--- src/sv/assert_macros.svh ---
// Assertion helpers for the command parser
`ifndef ASSERT_MACROS_SVH
`define ASSERT_MACROS_SVH
// check that a implies b at every clock edge outside reset
`define CHK_IMPLY(label, a, b) \
  label: assert property (@(posedge clk) disable iff (!rst_n) (a) |-> (b)) \
    else $error("check failed");
// check that a implies b on the next clock edge
`define CHK_NEXT(label, a, b) \
  label: assert property (@(posedge clk) disable iff (!rst_n) (a) |=> (b)) \
    else $error("check failed");
`endif

--- src/sv/scp_pkg.sv ---
package scp_pkg;

  localparam logic [3:0] ST_OK = 4'd0;
  localparam logic [3:0] ST_UNKNOWN = 4'd1;
  localparam logic [3:0] ST_BAD = 4'd2;
  localparam logic [3:0] ST_HEX = 4'd3;
  localparam logic [3:0] ST_DEC = 4'd4;
  localparam logic [3:0] ST_CFG = 4'd5;
  localparam logic [3:0] ST_INUM = 4'd6;
  localparam logic [3:0] ST_MIN = 4'd7;
  localparam logic [3:0] ST_SEC = 4'd8;
  localparam logic [3:0] ST_PREFIX = 4'd9;
  localparam logic [3:0] ST_PORT = 4'd10;
  localparam logic [3:0] ST_BIT = 4'd11;

  localparam logic [3:0] PH_NONE = 4'd0;
  localparam logic [3:0] PH_CFG_FIELD = 4'd1;
  localparam logic [3:0] PH_CFG_VALUE = 4'd2;
  localparam logic [3:0] PH_INUM = 4'd3;
  localparam logic [3:0] PH_PROG = 4'd4;
  localparam logic [3:0] PH_HOUR = 4'd5;
  localparam logic [3:0] PH_MIN = 4'd6;
  localparam logic [3:0] PH_SEC = 4'd7;
  localparam logic [3:0] PH_MSEC = 4'd8;
  localparam logic [3:0] PH_OPCODE = 4'd9;
  localparam logic [3:0] PH_PORT = 4'd10;
  localparam logic [3:0] PH_HEX = 4'd11;
  localparam logic [3:0] PH_BIT = 4'd12;
  localparam logic [3:0] PH_GBIT = 4'd13;

  localparam logic [4:0] CMD_SEL_PROG = 5'd3;
  localparam logic [4:0] CMD_TIME_A = 5'd9;
  localparam logic [4:0] CMD_TIME_B = 5'd10;
  localparam logic [4:0] CMD_DEL_INSTR = 5'd11;
  localparam logic [4:0] CMD_WR_CFG = 5'd18;

  localparam logic [6:0] TIME_LIMIT = 7'd60;

  // character class codes produced by the front end
  typedef enum logic [2:0] {
    CL_OTHER, CL_DASH, CL_COLON, CL_DEC, CL_HEXL, CL_PORT
  } char_class_t;

  // classified item passed from front to back
  typedef struct packed {
    logic        clr;
    logic [7:0]  ch;
    char_class_t cls;
    logic [3:0]  dig;
    logic [2:0]  port;
    logic [4:0]  cmd_code;
  } cls_item_t;

  typedef struct packed {
    logic [3:0]  status;
    logic        done;
    logic [4:0]  command;
    logic [3:0]  phase;
    logic [7:0]  small_arg;
    logic [15:0] wide_arg;
    logic [6:0]  hour;
    logic [6:0]  minute;
    logic [6:0]  second;
    logic [9:0]  msec;
    logic [5:0]  instr_type;
    logic [7:0]  instr_arg;
  } result_t;

  // command letter to code, zero for unknown
  function automatic logic [4:0] cmd_code_of(input logic [7:0] c);
    logic [4:0] r;
    begin
      unique case (c)
        "E": r = 5'd1;  "C": r = 5'd2;  "S": r = 5'd3;  "D": r = 5'd4;
        "a": r = 5'd5;  "d": r = 5'd6;  "L": r = 5'd7;  "l": r = 5'd8;
        "R": r = 5'd9;  "T": r = 5'd10; "e": r = 5'd11; "u": r = 5'd12;
        "I": r = 5'd13; "U": r = 5'd14; "r": r = 5'd15; "h": r = 5'd16;
        "G": r = 5'd17; "g": r = 5'd18;
        default: r = 5'd0;
      endcase
      return r;
    end
  endfunction

  // three-letter opcode to type base (1 + 7*k), zero for unknown
  function automatic logic [5:0] opcode_base(input logic [23:0] p);
    logic [5:0] r;
    begin
      unique case (p)
        "wtp": r = 6'd1;  "cpb": r = 6'd8;  "spb": r = 6'd15; "dob": r = 6'd22;
        "dib": r = 6'd29; "ddr": r = 6'd36; "rps": r = 6'd43; "wps": r = 6'd50;
        default: r = 6'd0;
      endcase
      return r;
    end
  endfunction

endpackage

--- src/sv/scp_front.sv ---
module scp_front (
  input  logic              kind,
  input  logic [7:0]        ch,
  output scp_pkg::cls_item_t item
);
  import scp_pkg::*;

  // classify one character
  always_comb begin
    item = '0;
    item.clr = kind;
    item.ch = ch;
    item.cmd_code = cmd_code_of(ch);
    item.cls = CL_OTHER;
    if (ch == "-") begin
      item.cls = CL_DASH;
    end else if (ch == ":") begin
      item.cls = CL_COLON;
    end else if (ch >= "0" && ch <= "9") begin
      item.cls = CL_DEC;
      item.dig = 4'(ch - 8'h30);
    end else if (ch >= "a" && ch <= "f") begin
      item.cls = CL_HEXL;
      item.dig = 4'(ch - 8'h57);
    end else if (ch >= "A" && ch <= "F") begin
      item.cls = CL_HEXL;
      item.dig = 4'(ch - 8'h37);
    end
    if (ch >= "A" && ch <= "G") begin
      item.port = 3'(ch - "A");
    end else if (ch >= "a" && ch <= "g") begin
      item.port = 3'(ch - "a");
    end else begin
      item.port = 3'd7;
    end
  end
endmodule

--- src/sv/scp_queue.sv ---
module scp_queue #(
  parameter int W = 8
) (
  input  logic         clk,
  input  logic         rst_n,
  input  logic         wr,
  input  logic [W-1:0] wdata,
  output logic         full,
  input  logic         rd,
  output logic         empty,
  output logic [W-1:0] rdata
);
  logic [W-1:0] mem_r [2];
  logic         wp_r, rp_r;
  logic [1:0]   cnt_r;

  assign full = cnt_r == 2'd2;
  assign empty = cnt_r == 2'd0;
  assign rdata = mem_r[rp_r];

  // hold two entries
  always_ff @(posedge clk) begin
    if (wr && !full) begin
      mem_r[wp_r] <= wdata;
    end
  end

  always_ff @(posedge clk) begin
    if (!rst_n) begin
      wp_r <= 1'b0;
      rp_r <= 1'b0;
      cnt_r <= 2'd0;
    end else begin
      if (wr && !full) wp_r <= ~wp_r;
      if (rd && !empty) rp_r <= ~rp_r;
      cnt_r <= cnt_r + 2'(wr && !full) - 2'(rd && !empty);
    end
  end
endmodule

--- src/sv/scp_back.sv ---
module scp_back #(
  parameter int PROGRAM_COUNT = 16
) (
  input  logic               clk,
  input  logic               rst_n,
  input  logic               go,
  input  scp_pkg::cls_item_t item,
  output scp_pkg::result_t   res
);
  import scp_pkg::*;

  logic [4:0]  cmd_r, cmd_nxt;
  logic [3:0]  ph_r, ph_nxt;
  logic [2:0]  dc_r, dc_nxt;
  logic        done_r, done_nxt;
  logic [7:0]  sa_r, sa_nxt;
  logic [15:0] wa_r, wa_nxt;
  logic [6:0]  hr_r, hr_nxt, mi_r, mi_nxt, se_r, se_nxt;
  logic [9:0]  ms_r, ms_nxt;
  logic [5:0]  it_r, it_nxt;
  logic [7:0]  ia_r, ia_nxt;
  logic [7:0]  pf_r [3];
  logic [7:0]  pf_nxt [3];
  logic        ps_r, ps_nxt;
  logic [3:0]  st;
  logic        isdec, ishex;
  logic [2:0]  op;
  logic [23:0] pfx;
  logic [5:0]  base;
  logic [6:0]  t7;
  logic [7:0]  s8;

  assign isdec = item.cls == CL_DEC;
  assign ishex = isdec || item.cls == CL_HEXL;
  // opcode index from type: (type-1)/7 via small compare chain
  always_comb begin
    op = 3'd0;
    for (int k = 1; k < 8; k++) begin
      if (it_r >= 6'(1 + 7 * k)) op = 3'(k);
    end
  end
  assign pfx = {pf_r[0], pf_r[1], item.ch};
  assign base = opcode_base(pfx);

  // step the parser by one item
  always_comb begin
    cmd_nxt = cmd_r; ph_nxt = ph_r; dc_nxt = dc_r; done_nxt = done_r;
    sa_nxt = sa_r; wa_nxt = wa_r; hr_nxt = hr_r; mi_nxt = mi_r; se_nxt = se_r;
    ms_nxt = ms_r; it_nxt = it_r; ia_nxt = ia_r; ps_nxt = ps_r;
    pf_nxt = pf_r;
    st = ST_OK;
    t7 = '0;
    s8 = '0;
    if (item.clr || (cmd_r == 5'd0 && item.cmd_code == 5'd0)) begin
      cmd_nxt = '0; ph_nxt = PH_NONE; dc_nxt = '0; done_nxt = 1'b0;
      hr_nxt = '0; mi_nxt = '0; se_nxt = '0; ms_nxt = '0; it_nxt = '0;
      ia_nxt = '0; ps_nxt = 1'b0; pf_nxt = '{default: '0};
      st = item.clr ? ST_OK : ST_UNKNOWN;
    end else if (cmd_r == 5'd0) begin
      cmd_nxt = item.cmd_code;
      if (item.ch == "e") begin
        wa_nxt = '0;
      end else if (item.ch == "g") begin
        ph_nxt = PH_CFG_FIELD; dc_nxt = '0; sa_nxt = '0;
      end else if (item.ch != "S" && item.ch != "R" && item.ch != "T") begin
        done_nxt = 1'b1;
      end
    end else if (cmd_r == CMD_WR_CFG) begin
      if (item.cls == CL_DASH) begin
        if (ph_r == PH_CFG_FIELD && dc_r != 3'd0) begin
          ph_nxt = PH_CFG_VALUE; dc_nxt = '0; wa_nxt = '0;
        end else st = ST_BAD;
      end else if (ph_r == PH_CFG_FIELD) begin
        if (dc_r >= 3'd2) st = ST_CFG;
        else if (!ishex) st = ST_HEX;
        else begin
          sa_nxt = {sa_r[3:0], item.dig}; dc_nxt = dc_r + 3'd1;
        end
      end else if (ph_r == PH_CFG_VALUE) begin
        if (dc_r >= 3'd5) st = ST_CFG;
        else if (!isdec) st = ST_DEC;
        else begin
          wa_nxt = 16'(wa_r * 16'd10 + 16'(item.dig));
          dc_nxt = dc_r + 3'd1; done_nxt = 1'b1;
        end
      end else st = ST_BAD;
    end else if (cmd_r == CMD_DEL_INSTR) begin
      if (item.cls == CL_DASH) begin
        ph_nxt = PH_INUM; dc_nxt = '0;
      end else if (ph_r != PH_INUM) st = ST_BAD;
      else if (dc_r >= 3'd5) st = ST_INUM;
      else if (!isdec) st = ST_DEC;
      else begin
        dc_nxt = dc_r + 3'd1;
        wa_nxt = 16'(wa_r * 16'd10 + 16'(item.dig));
        done_nxt = 1'b1;
      end
    end else if (cmd_r == CMD_SEL_PROG) begin
      if (item.cls == CL_DASH) begin
        ph_nxt = PH_PROG; sa_nxt = '0; dc_nxt = '0;
      end else if (ph_r != PH_PROG || dc_r >= 3'd2) st = ST_BAD;
      else if (!isdec) st = ST_DEC;
      else begin
        dc_nxt = dc_r + 3'd1;
        s8 = 8'(sa_r * 8'd10 + 8'(item.dig));
        sa_nxt = s8;
        if (32'(s8) < PROGRAM_COUNT) done_nxt = 1'b1;
      end
    end else if (cmd_r == CMD_TIME_A || cmd_r == CMD_TIME_B) begin
      if (item.cls == CL_DASH) begin
        if (ph_r == PH_NONE) begin
          ph_nxt = PH_HOUR; hr_nxt = '0; dc_nxt = '0;
        end else if (ph_r == PH_MSEC) begin
          ph_nxt = PH_OPCODE; it_nxt = '0; ia_nxt = '0; dc_nxt = '0;
        end else if (ph_r == PH_PORT && it_r != 6'd0 && (op == 3'd0 || op >= 3'd5)) begin
          ph_nxt = PH_HEX; ia_nxt = '0; dc_nxt = '0;
        end else st = ST_BAD;
      end else if (item.cls == CL_COLON) begin
        dc_nxt = '0;
        if (ph_r == PH_HOUR) begin
          ph_nxt = PH_MIN; mi_nxt = '0;
        end else if (ph_r == PH_MIN) begin
          ph_nxt = PH_SEC; se_nxt = '0;
        end else if (ph_r == PH_SEC) begin
          ph_nxt = PH_MSEC; ms_nxt = '0;
        end else begin
          st = ST_BAD; dc_nxt = dc_r;
        end
      end else begin
        case (ph_r)
          PH_HEX: begin
            if (dc_r >= 3'd2) st = ST_BAD;
            else if (!ishex) st = ST_HEX;
            else begin
              dc_nxt = dc_r + 3'd1; ia_nxt = {ia_r[3:0], item.dig}; done_nxt = 1'b1;
            end
          end
          PH_HOUR, PH_MIN, PH_SEC: begin
            if (dc_r >= 3'd2) st = ST_BAD;
            else if (!isdec) st = ST_DEC;
            else begin
              dc_nxt = dc_r + 3'd1;
              if (ph_r == PH_HOUR) begin
                hr_nxt = 7'(hr_r * 7'd10 + 7'(item.dig));
              end else if (ph_r == PH_MIN) begin
                t7 = 7'(mi_r * 7'd10 + 7'(item.dig));
                mi_nxt = t7;
                if (t7 >= TIME_LIMIT) st = ST_MIN;
              end else begin
                t7 = 7'(se_r * 7'd10 + 7'(item.dig));
                se_nxt = t7;
                if (t7 >= TIME_LIMIT) st = ST_SEC;
              end
            end
          end
          PH_MSEC: begin
            if (dc_r >= 3'd3) st = ST_BAD;
            else if (!isdec) st = ST_DEC;
            else begin
              dc_nxt = dc_r + 3'd1;
              ms_nxt = 10'(ms_r * 10'd10 + 10'(item.dig));
            end
          end
          PH_OPCODE: begin
            if (dc_r >= 3'd3) st = ST_PREFIX;
            else begin
              pf_nxt[dc_r[1:0]] = item.ch;
              dc_nxt = dc_r + 3'd1;
              if (dc_r == 3'd2) begin
                if (base != 6'd0) begin
                  it_nxt = base; ia_nxt = '0; ph_nxt = PH_PORT;
                  dc_nxt = '0; ps_nxt = 1'b0;
                end else st = ST_PREFIX;
              end
            end
          end
          PH_PORT: begin
            if (ps_r || it_r == 6'd0 || item.port == 3'd7) st = ST_PORT;
            else begin
              it_nxt = it_r + 6'(item.port);
              ps_nxt = 1'b1;
              if (op >= 3'd1 && op <= 3'd4) begin
                ph_nxt = (item.port == 3'd6) ? PH_GBIT : PH_BIT;
              end
            end
          end
          PH_BIT, PH_GBIT: begin
            if (item.ch >= "0" && (item.ch <= "4" ||
                (ph_r == PH_BIT && item.ch <= "7"))) begin
              ia_nxt = item.ch - 8'h30; done_nxt = 1'b1;
            end else st = ST_BIT;
          end
          default: st = ST_BAD;
        endcase
      end
    end else begin
      st = ST_BAD;
    end
  end

  // commit state on each item
  always_ff @(posedge clk) begin
    if (!rst_n) begin
      cmd_r <= '0; ph_r <= PH_NONE; dc_r <= '0; done_r <= 1'b0; sa_r <= '0;
      wa_r <= '0; hr_r <= '0; mi_r <= '0; se_r <= '0; ms_r <= '0; it_r <= '0;
      ia_r <= '0; ps_r <= 1'b0; pf_r <= '{default: '0};
    end else if (go) begin
      cmd_r <= cmd_nxt; ph_r <= ph_nxt; dc_r <= dc_nxt; done_r <= done_nxt;
      sa_r <= sa_nxt; wa_r <= wa_nxt; hr_r <= hr_nxt; mi_r <= mi_nxt;
      se_r <= se_nxt; ms_r <= ms_nxt; it_r <= it_nxt; ia_r <= ia_nxt;
      ps_r <= ps_nxt; pf_r <= pf_nxt;
    end
  end

  always_comb begin
    res.status = st; res.done = done_nxt; res.command = cmd_nxt;
    res.phase = ph_nxt; res.small_arg = sa_nxt; res.wide_arg = wa_nxt;
    res.hour = hr_nxt; res.minute = mi_nxt; res.second = se_nxt;
    res.msec = ms_nxt; res.instr_type = it_nxt; res.instr_arg = ia_nxt;
  end
endmodule

--- src/sv/sequencer_command_parser.sv ---
// Command parser: one character item per cycle, back to back, when not full.
// Each item is registered in the mid queue, then the back end steps it into
// the result queue. Throughput: one item per cycle while the result queue has
// room; the back end commits its whole state update on each step.
// Reset (rst_n low, synchronous) clears all parser state and both queues.
module sequencer_command_parser #(
  parameter int PROGRAM_COUNT = 16
) (
  input  logic        clk,
  input  logic        rst_n,
  input  logic        push,
  output logic        full,
  input  logic        in_kind,
  input  logic [7:0]  in_char_in,
  output logic        empty,
  input  logic        pop,
  output logic [3:0]  out_status,
  output logic        out_done_res,
  output logic [4:0]  out_command,
  output logic [3:0]  out_phase,
  output logic [7:0]  out_small_arg,
  output logic [15:0] out_wide_arg,
  output logic [6:0]  out_hour,
  output logic [6:0]  out_minute,
  output logic [6:0]  out_second,
  output logic [9:0]  out_millisecond,
  output logic [5:0]  out_instr_type,
  output logic [7:0]  out_instr_arg
);
  import scp_pkg::*;
  `include "assert_macros.svh"

  cls_item_t fi, bi;
  result_t   res, outr;
  logic      mid_empty, res_full, go;

  scp_front u_front (.kind(in_kind), .ch(in_char_in), .item(fi));

  scp_queue #(.W($bits(cls_item_t))) u_midq (
    .clk(clk), .rst_n(rst_n), .wr(push), .wdata(fi), .full(full),
    .rd(go), .empty(mid_empty), .rdata(bi)
  );

  // advance the back end when an item waits and the result queue has room
  assign go = !mid_empty && !res_full;

  scp_back #(.PROGRAM_COUNT(PROGRAM_COUNT)) u_back (
    .clk(clk), .rst_n(rst_n), .go(go), .item(bi), .res(res)
  );

  scp_queue #(.W($bits(result_t))) u_outq (
    .clk(clk), .rst_n(rst_n), .wr(go), .wdata(res), .full(res_full),
    .rd(pop), .empty(empty), .rdata(outr)
  );

  assign out_status = outr.status;
  assign out_done_res = outr.done;
  assign out_command = outr.command;
  assign out_phase = outr.phase;
  assign out_small_arg = outr.small_arg;
  assign out_wide_arg = outr.wide_arg;
  assign out_hour = outr.hour;
  assign out_minute = outr.minute;
  assign out_second = outr.second;
  assign out_millisecond = outr.msec;
  assign out_instr_type = outr.instr_type;
  assign out_instr_arg = outr.instr_arg;

  `CHK_IMPLY(a_go_needs_room, go, !res_full)
  `CHK_NEXT(a_push_fills, push && !full && mid_empty && !go, !mid_empty)
  `CHK_IMPLY(a_status_range, !empty, out_status <= ST_BIT)
endmodule

--- config.mk ---
export PLATFORM = sky130hd
export DESIGN_NAME = sequencer_command_parser
export DESIGN_NICKNAME = d
export VERILOG_FILES = /design/src/sv/scp_pkg.sv /design/src/sv/scp_front.sv /design/src/sv/scp_queue.sv /design/src/sv/scp_back.sv /design/src/sv/sequencer_command_parser.sv
export VERILOG_INCLUDE_DIRS = /design/src /design/src/sv
export SDC_FILE = /design/constraint.sdc
export NUM_CORES = 1
export LEC_CHECK = 0
export BUFFER_PORTS_ARGS = -buffer_cell sky130_fd_sc_hd__buf_4
export CORE_UTILIZATION = 46
export CTS_BUF_LIST = sky130_fd_sc_hd__clkbuf_4 sky130_fd_sc_hd__clkbuf_8 sky130_fd_sc_hd__clkbuf_16
export DETAILED_ROUTE_END_ITERATION = 8
export GPL_ROUTABILITY_DRIVEN = 0
export PLACE_DENSITY = 0.7
export SYNTH_ARGS = -nofsm -noshare
export SYNTH_HDL_FRONTEND = slang
export SYNTH_SLANG_ARGS = --single-unit
--- constraint.sdc ---
create_clock -name clk -period 14.8 [get_ports clk]
set_clock_uncertainty 0.1 [all_clocks]
set_input_delay 0 -clock clk [delete_from_list [all_inputs] [get_ports clk]]
set_output_delay 0 -clock clk [all_outputs]
set_load 0.01 [all_outputs]
==> metrics list, run 1 <==
- At the pin with the least slew margin, the transition time is 1230 ps.
- Area of the mapped netlist: 19100 µm²
- Iteration-0 DRC Markers: 1627
* Number of port buffers: 97
* Reg clk slew, reported paths: 60 ps
* Count of standard-cell rows: 74
- CP max stage cell: dfxtp_2
- Wire length of the first global-routing pass: 78.1 mm
- The net count of the finished layout is 2100.
* 1st-pass router iterations: 6
- Net count after synthesis: 2038
- Based on the critical path, the design can be clocked at up to 215 MHz.
- Y dimension of the die: 206 µm
* Root buf cell: clkbuf_16
- # resized after CTS: 0
* Storage cell area: 8610 µm²
* Hold Path Depth: 4
- The synthesized netlist contains 101 unique library cells.
* Top-Level Pins: 98
* Worst hold slack: 4.29 ps
* Beginning of the worst hold path: pop
- Skew-Pair Late Insertion Delay: 530 ps
- The clock passes through at most 3 buffers.
* Required arrival time at the worst endpoint: 14960 ps
* Synth area leaders: edfxtp_1 34%, dfxtp_1 11%, ha_1 6.0%
* Wire length on met2: 23.1 mm
- Setup repair after global routing left no endpoint under its margin.
- The tool flagged a number of max-cap violations equal to 0.
- FILL cells: 3622
- HPWL after detailed placement: 34.2 mm
- Along the worst path, the maximum fanout reaches 47.
- Worst path arrival time: 4810 ps
- Entering global routing, the biggest net connects 73 pins.
* Category of the worst setup path capture point: flip-flop
- Floorplan core area: 40800 µm²
- Final cycle utilization of the critical path: 0.314
- CTS saw 323 sinks.
- In this run the remaining antenna-violating nets after routing total 0.
* Reg2reg end: u_outq.mem_r[1][60]
- On the worst path, the slowest cell contributes a delay of 950 ps.
- In the final routing, the length of wire on met1 measures 20.9 mm.
- The H-tree generated during clock tree synthesis spans 2 levels.
- After detailed routing, the number of remaining DRC violations is 0.
- Cell count after synthesis: 1921
- Overall die area: 42300 µm²
* Vias per Instance: 6.08
- The number of endpoints with negative hold slack in the final report was 0.
- Maximum vdd drop: 0.000119 V
- The floorplan step set the die width to 206 µm.
- Run status: finished clean
* Fraction of post-synthesis cell area in the top cell type by area: 0.337
- Headroom to the max-slew limit came out at 0.173.
* Setup slack on the worst flop-to-flop path: 10150 ps
* Chain of cells forming the critical path: mux2_2, inv_1, fa_1, nand2b_1, a2111oi_2, o211a_1, nand4bb_1, nand4b_1, o311a_1, o31ai_1, nand2_1
- The final number of max-transition violations is 0.
* Synthesis-to-layout area growth: 12.6%
- Number of synthesized flops with an enable pin: 214
* Async SR Flop Fraction: 0
* Final min period: 4650 ps
* Top sig layer: met4
- The number of global-route vias before repair was 14700.
- Detailed routing placed a total of 3.84 mm of wire on met3.
- TritonCTS clock tree: yes
- Summing over every cut layer, the via total after detailed routing is 15400.
* Routed length per placed instance: 19.5 µm
- Total CTS buffers: 35
- Area occupied by multi-input gates: 9860 µm²
- The path class of the tightest hold or removal check is in -> reg.
- The most used flip-flop cell after synthesis is edfxtp_1.
* Sequential area share after synthesis: 0.452
- The synthesized design spends more area on one cell type than any other, namely edfxtp_1.
* Initial cell density of the core: 0.467
* Total wire length after detailed routing: 49.6 mm
- Total setup violations reported at the end of the flow: 0
* Number of antenna violations at the first check in global routing: 1
- Number of synthesis warnings: 0
- Total negative slack: 0 ps
- Number of diodes: 0
- Of the cells placed in the final design, the portion with a size suffix greater than 1 is 0.160.
- Mean instance size in the synthesized netlist: 9.92 µm²
* Most frequent standard cell in the layout excluding fill and tap cells: edfxtp_1
- Counting cells, the worst reg-to-reg path comes to 11.
* #FFs+latches synth: 323
- Pwr per Cell Area: 172 nW/µm²
- The critical path in this run is classified as reg -> reg.
- Critical path launch point type: flip-flop
- Global route overflow: 0
* Static Leakage: 7.81 nW
* Most frequent cells in the layout: 214 x edfxtp_1, 197 x nand2_1, 158 x nor2_1, 156 x a21oi_1, 116 x buf_4
- Across every metal layer, demand over resource in global routing totals 0.233.
## layout make-up
cell class | count | share of cell area
well taps | 532 | 0.0310
clock inverters | 11 | 0.00385
inverters | 51 | 0.00892
flip-flops and latches | 323 | 0.401
multi-input cells | 1444 | 0.459
clock buffers | 52 | 0.0495
repair buffers | 128 | 0.0462
## metrics by stage
stage          utilization  cell area, µm²  power [mW]  setup WS [ps]  cells
3_5_place_dp         0.495           20200        2.84          10190   2466
6_report             0.526           21500        3.70          10150   2541
4_1_cts              0.526           21500        3.71          10190   2541
2_1_floorplan            -           19100        2.31           9570   1921
3_3_place_gp         0.495           20200        2.81          10340   2466
5_1_grt              0.526           21500        3.90           9800   2541
## cell families (layout without fill, tap and decap cells)
| group | after synthesis | count (layout) | share of synthesized area |
|---|---|---|---|
| simple gates | 625 | 625 | 0.161 |
| flops | 323 | 323 | 0.452 |
| compound gates | 510 | 510 | 0.171 |
| mux | 123 | 123 | 0.0714 |
| buf+inv | 154 | 242 | 0.0329 |
| fa+ha+maj | 104 | 104 | 0.0734 |
| xor+xnor | 82 | 82 | 0.0384 |
## worst max-delay path by stage
stage,startpoint,slack [ps],to
2_1_floorplan,u_midq.cnt_r[1],9570,u_outq.mem_r[0][0]
3_3_place_gp,flip-flop,10340,u_outq.mem_r[0][60]
3_5_place_dp,flip-flop,10190,u_outq.mem_r[1][60]
4_1_cts,flip-flop,10190,u_outq.mem_r[1][60]
5_1_grt,flip-flop,9800,u_back.wa_r[15]
6_report,flip-flop,10150,u_outq.mem_r[1][60]
## critical path: cells and delay by family, from the launching register on
family,cells,cell delay [ps]
simple gates,4,770
flops,1,950
buf+inv,1,140
compound gates,4,1270
mux,1,670
fa+ha+maj,1,460
## Yosys cell counts (all sizes together), types with 23 or more instances
cell and instances:
a21oi 158, a22oi 47, and2 23, buf 36, clkbuf 67, dfxtp 109
edfxtp 214, ha 91, inv 49, mux2 101, nand2 197, nand3 46
nor2 160, nor3 39, o21ai 121, xnor2 49, xor2 32
## layer usage
layer  GRT usage  vias to the layer above
met5           0                        -
met2       0.378                      713
met3      0.0417                      140
met1       0.308                     7348
met4      0.0923                        0
li1            -                     7244
## repair_timing
action / 4_1_cts / 5_1_grt
endpoints found under the hold margin: 67 / 0
hold buffers: 12 / 0
buffers inserted: 0 / 0
## sequential cells by signal (all words and copies together) (netlist names), 8 cells and up, named ones only
name / cells
u_back.ms_r: 10
u_outq.mem_r: 166
u_back.sa_r: 8
u_back.wa_r: 16
u_back.ia_r: 8
u_back.pf_r: 16
u_midq.mem_r: 48
## power by group
group / switching, mW / leakage (nW) / internal, mW / total [mW]
logic: 0.918 / 4.32 / 0.569 / 1.49
clock network: 0.347 / 0.578 / 0.516 / 0.864
registers: 0.121 / 2.91 / 1.22 / 1.34
total: 1.39 / 7.81 / 2.31 / 3.70
No activity file was read; power rests on OpenSTA's default activity.
==> inputs of run 2 (changes only) <==
==> constraint.sdc (replaced) <==
create_clock -name clk -period 4.55 [get_ports clk]
set_clock_uncertainty 0.1 [all_clocks]
set_input_delay 0 -clock clk [delete_from_list [all_inputs] [get_ports clk]]
set_output_delay 0 -clock clk [all_outputs]
set_load 0.01 [all_outputs]
==> metrics list, run 2 (same netlist as run 1, synthesis figures left out) <==
- After routing, the total negative slack on setup checks comes to 0 ps.
- Total via count in the routed design: 15700
- The detail route stage leaves a number of antenna-violating nets equal to 0.
* Maximum Capacitance Violations: 0
- The repair_antennas step left the layout with diodes totalling 0.
* Y dimension of the die: 206 µm
* Combinational share of power: 0.408
- The H-tree generated during clock tree synthesis spans 2 levels.
- Number of buffers on the longest clock path: 3
* Part of the power in the clock network: 0.233
- Overall die area: 42300 µm²
* Pin count of the biggest net entering global routing: 69
- Hold Path Sink: u_midq.mem_r[0][23]
* Number of antenna violations at the first check in global routing: 1
- The clock drives 323 sinks.
* Biggest regs: u_outq.mem_r (166), u_midq.mem_r (48)
- In this run the most critical hold path is launched from in_kind.
- Switching part of the total: 0.377
- After detailed routing, the average wire length per cell comes to 19.8 µm.
- Net count, final: 2112
- Critical path type: reg -> reg
- Wire length of the first global-routing pass: 79.9 mm
- Reg clk slew, reported paths: 60 ps
- Floorplan core area: 40800 µm²
- Synthesis-to-layout area growth: 13.1%
* Number of port buffers: 97
- Total setup violations reported at the end of the flow: 0
* Fraction of layout instances using a drive strength above 1: 0.165
- Net Sw Power: 4.57 mW
- In this run the post-CTS setup repair buffer count came out at 0.
* Category of the worst setup path capture point: flip-flop
* Critical-path maximum fanout: 42
- Post-placement worst setup slack: 766 ps
* DRC violation count after routing: 0
* Final worst slack: 648 ps
- Run status: finished clean
- The worst hold path passes through 2 cells.
- HPWL after detailed placement: 35.4 mm
* Root buf cell: clkbuf_16
- Largest reg by FF count: u_outq.mem_r
- TritonCTS built the clock tree.
- Count of standard-cell rows: 74
- Slew Limit Headroom: 0.233
- Part of the power in registers: 0.359
* Most frequent cells in the layout: 214 x edfxtp_1, 197 x nand2_1, 158 x nor2_1, 156 x a21oi_1, 128 x buf_4
- For this block, the routed nets add up to 50.6 mm of wire.
* Pwr per Cell Area: 562 nW/µm²
* Total track usage: 0.237
- Once layout is complete, the utilization of the core stands at 0.528.
- The clock reaches the later pin of the worst-skew pair after 530 ps.
- From left edge to right edge, the die measures 206 µm.
- The number of clock buffers added by TritonCTS is 34.
- Required arrival time at the worst endpoint: 4890 ps
- FMAX: 256 MHz
- Initial cell density of the core: 0.467
* Reg2reg end: u_back.ph_r[0]
- Maximum vdd drop: 0.000454 V
- Vias per Instance: 6.14
- The clock period could shrink to 3900 ps.
- Max FFs per register: 166
* 1st-pass router iterations: 6
* Iteration-0 DRC Markers: 1474
- Global routing finished with a remaining overflow of 0.
* Least-Margin Pin Slew: 1140 ps
* Via count of the first global-routing pass: 15100
- The worst register-to-register path has a depth of 11.
- Endpoints failing hold: 0
* Most frequent standard cell in the layout excluding fill and tap cells: edfxtp_1
- At the worst endpoint, the arrival time is 4240 ps.
- Across all register-to-register paths, the minimum setup slack is 650 ps.
* Hold Crit Class: in -> reg
- The final number of max-transition violations was 0.
* Critical path launch point type: flip-flop
- Setup repair after global routing missed its margin: no
* Internal cell power: 7.54 mW
- Final cycle utilization of the critical path: 0.858
- 98 I/O pins were placed.
- Static Leakage: 7.86 nW
run 2: cell types whose count changed in the layout (fill, tap and decap cells not counted), sizes merged:
cell	previous run	this run
bufinv	1	3
clkinvlp	1	2
inv	52	54
dlygate4sd3	12	13
clkbuf	52	45
buf	116	128
run 2: per-stage QoR:
| step | cells | hold slack [ps] | instance area, µm² | power [mW] |
|---|---|---|---|---|
| 2_1_floorplan | 1921 | -1.13 | 19100 | 7.48 |
| 3_3_place_gp | 2478 | 96.7 | 20300 | 9.18 |
| 3_5_place_dp | 2478 | 100 | 20300 | 9.30 |
| 4_1_cts | 2552 | 101 | 21600 | 12.2 |
| 5_1_grt | 2552 | 107 | 21600 | 12.7 |
| 6_report | 2552 | 124 | 21600 | 12.1 |
run 2: how the worst max path moves through the flow:
stage	endpoint	from	depth (start not counted)
5_1_grt	u_back.wa_r[15]	u_back.wa_r[1]	12
4_1_cts	u_back.ph_r[0]	flip-flop	11
6_report	u_back.ph_r[0]	flip-flop	11
3_3_place_gp	u_outq.mem_r[0][60]	u_back.wa_r[1]	12
3_5_place_dp	u_back.ph_r[0]	flip-flop	11
2_1_floorplan	u_back.wa_r[15]	flip-flop	15
run 2: repair_timing:
item                      4_1_cts  5_1_grt
gates resized for setup         0        0
hold buffers                   13        0
hold endpoints to repair       70        0
run 2: final cells by class:
| cell class | count | area [µm²] |
|---|---|---|
| Inverter | 51 | 191 |
| Clock inverter | 16 | 176 |
| Clock buffer | 45 | 957 |
| Sequential cell | 323 | 8610 |
| Tap cell | 532 | 666 |
| Fill cell | 3557 | 19300 |
| Timing Repair Buffer | 141 | 1090 |
| Multi-Input combinational cell | 1444 | 9860 |
run 2: routing by layer:
layer / vias to the layer above / global-route usage / part of all wire
met3: 168 / 0.0333 / 0.069
li1: 7272 / - / -
met2: 708 / 0.390 / 0.47
met4: 0 / 0.104 / 0.043
met1: 7522 / 0.309 / 0.42
met5: - / 0 / 0
run 2: power by group through the flow:
stage / logic (mW) / clock network, mW / registers [mW]
floorplan: 3.24 / 0 / 4.24
global placement: 4.81 / 0 / 4.37
detailed placement: 4.89 / 0 / 4.40
CTS: 4.93 / 2.88 / 4.34
global route: 5.33 / 2.99 / 4.41
finish: 4.94 / 2.83 / 4.34
run 2: worst max-delay path, stage by stage, from the launching register on:
cell and delay [ps]:
dfxtp_2 390, buf_4 420, mux2i_1 420, inv_1 190
ha_1 290, o2111ai_2 150, a211oi_2 160, a2111o_1 490
a21oi_1 320, o221ai_1 280, a2111o_1 450, a21oi_1 140
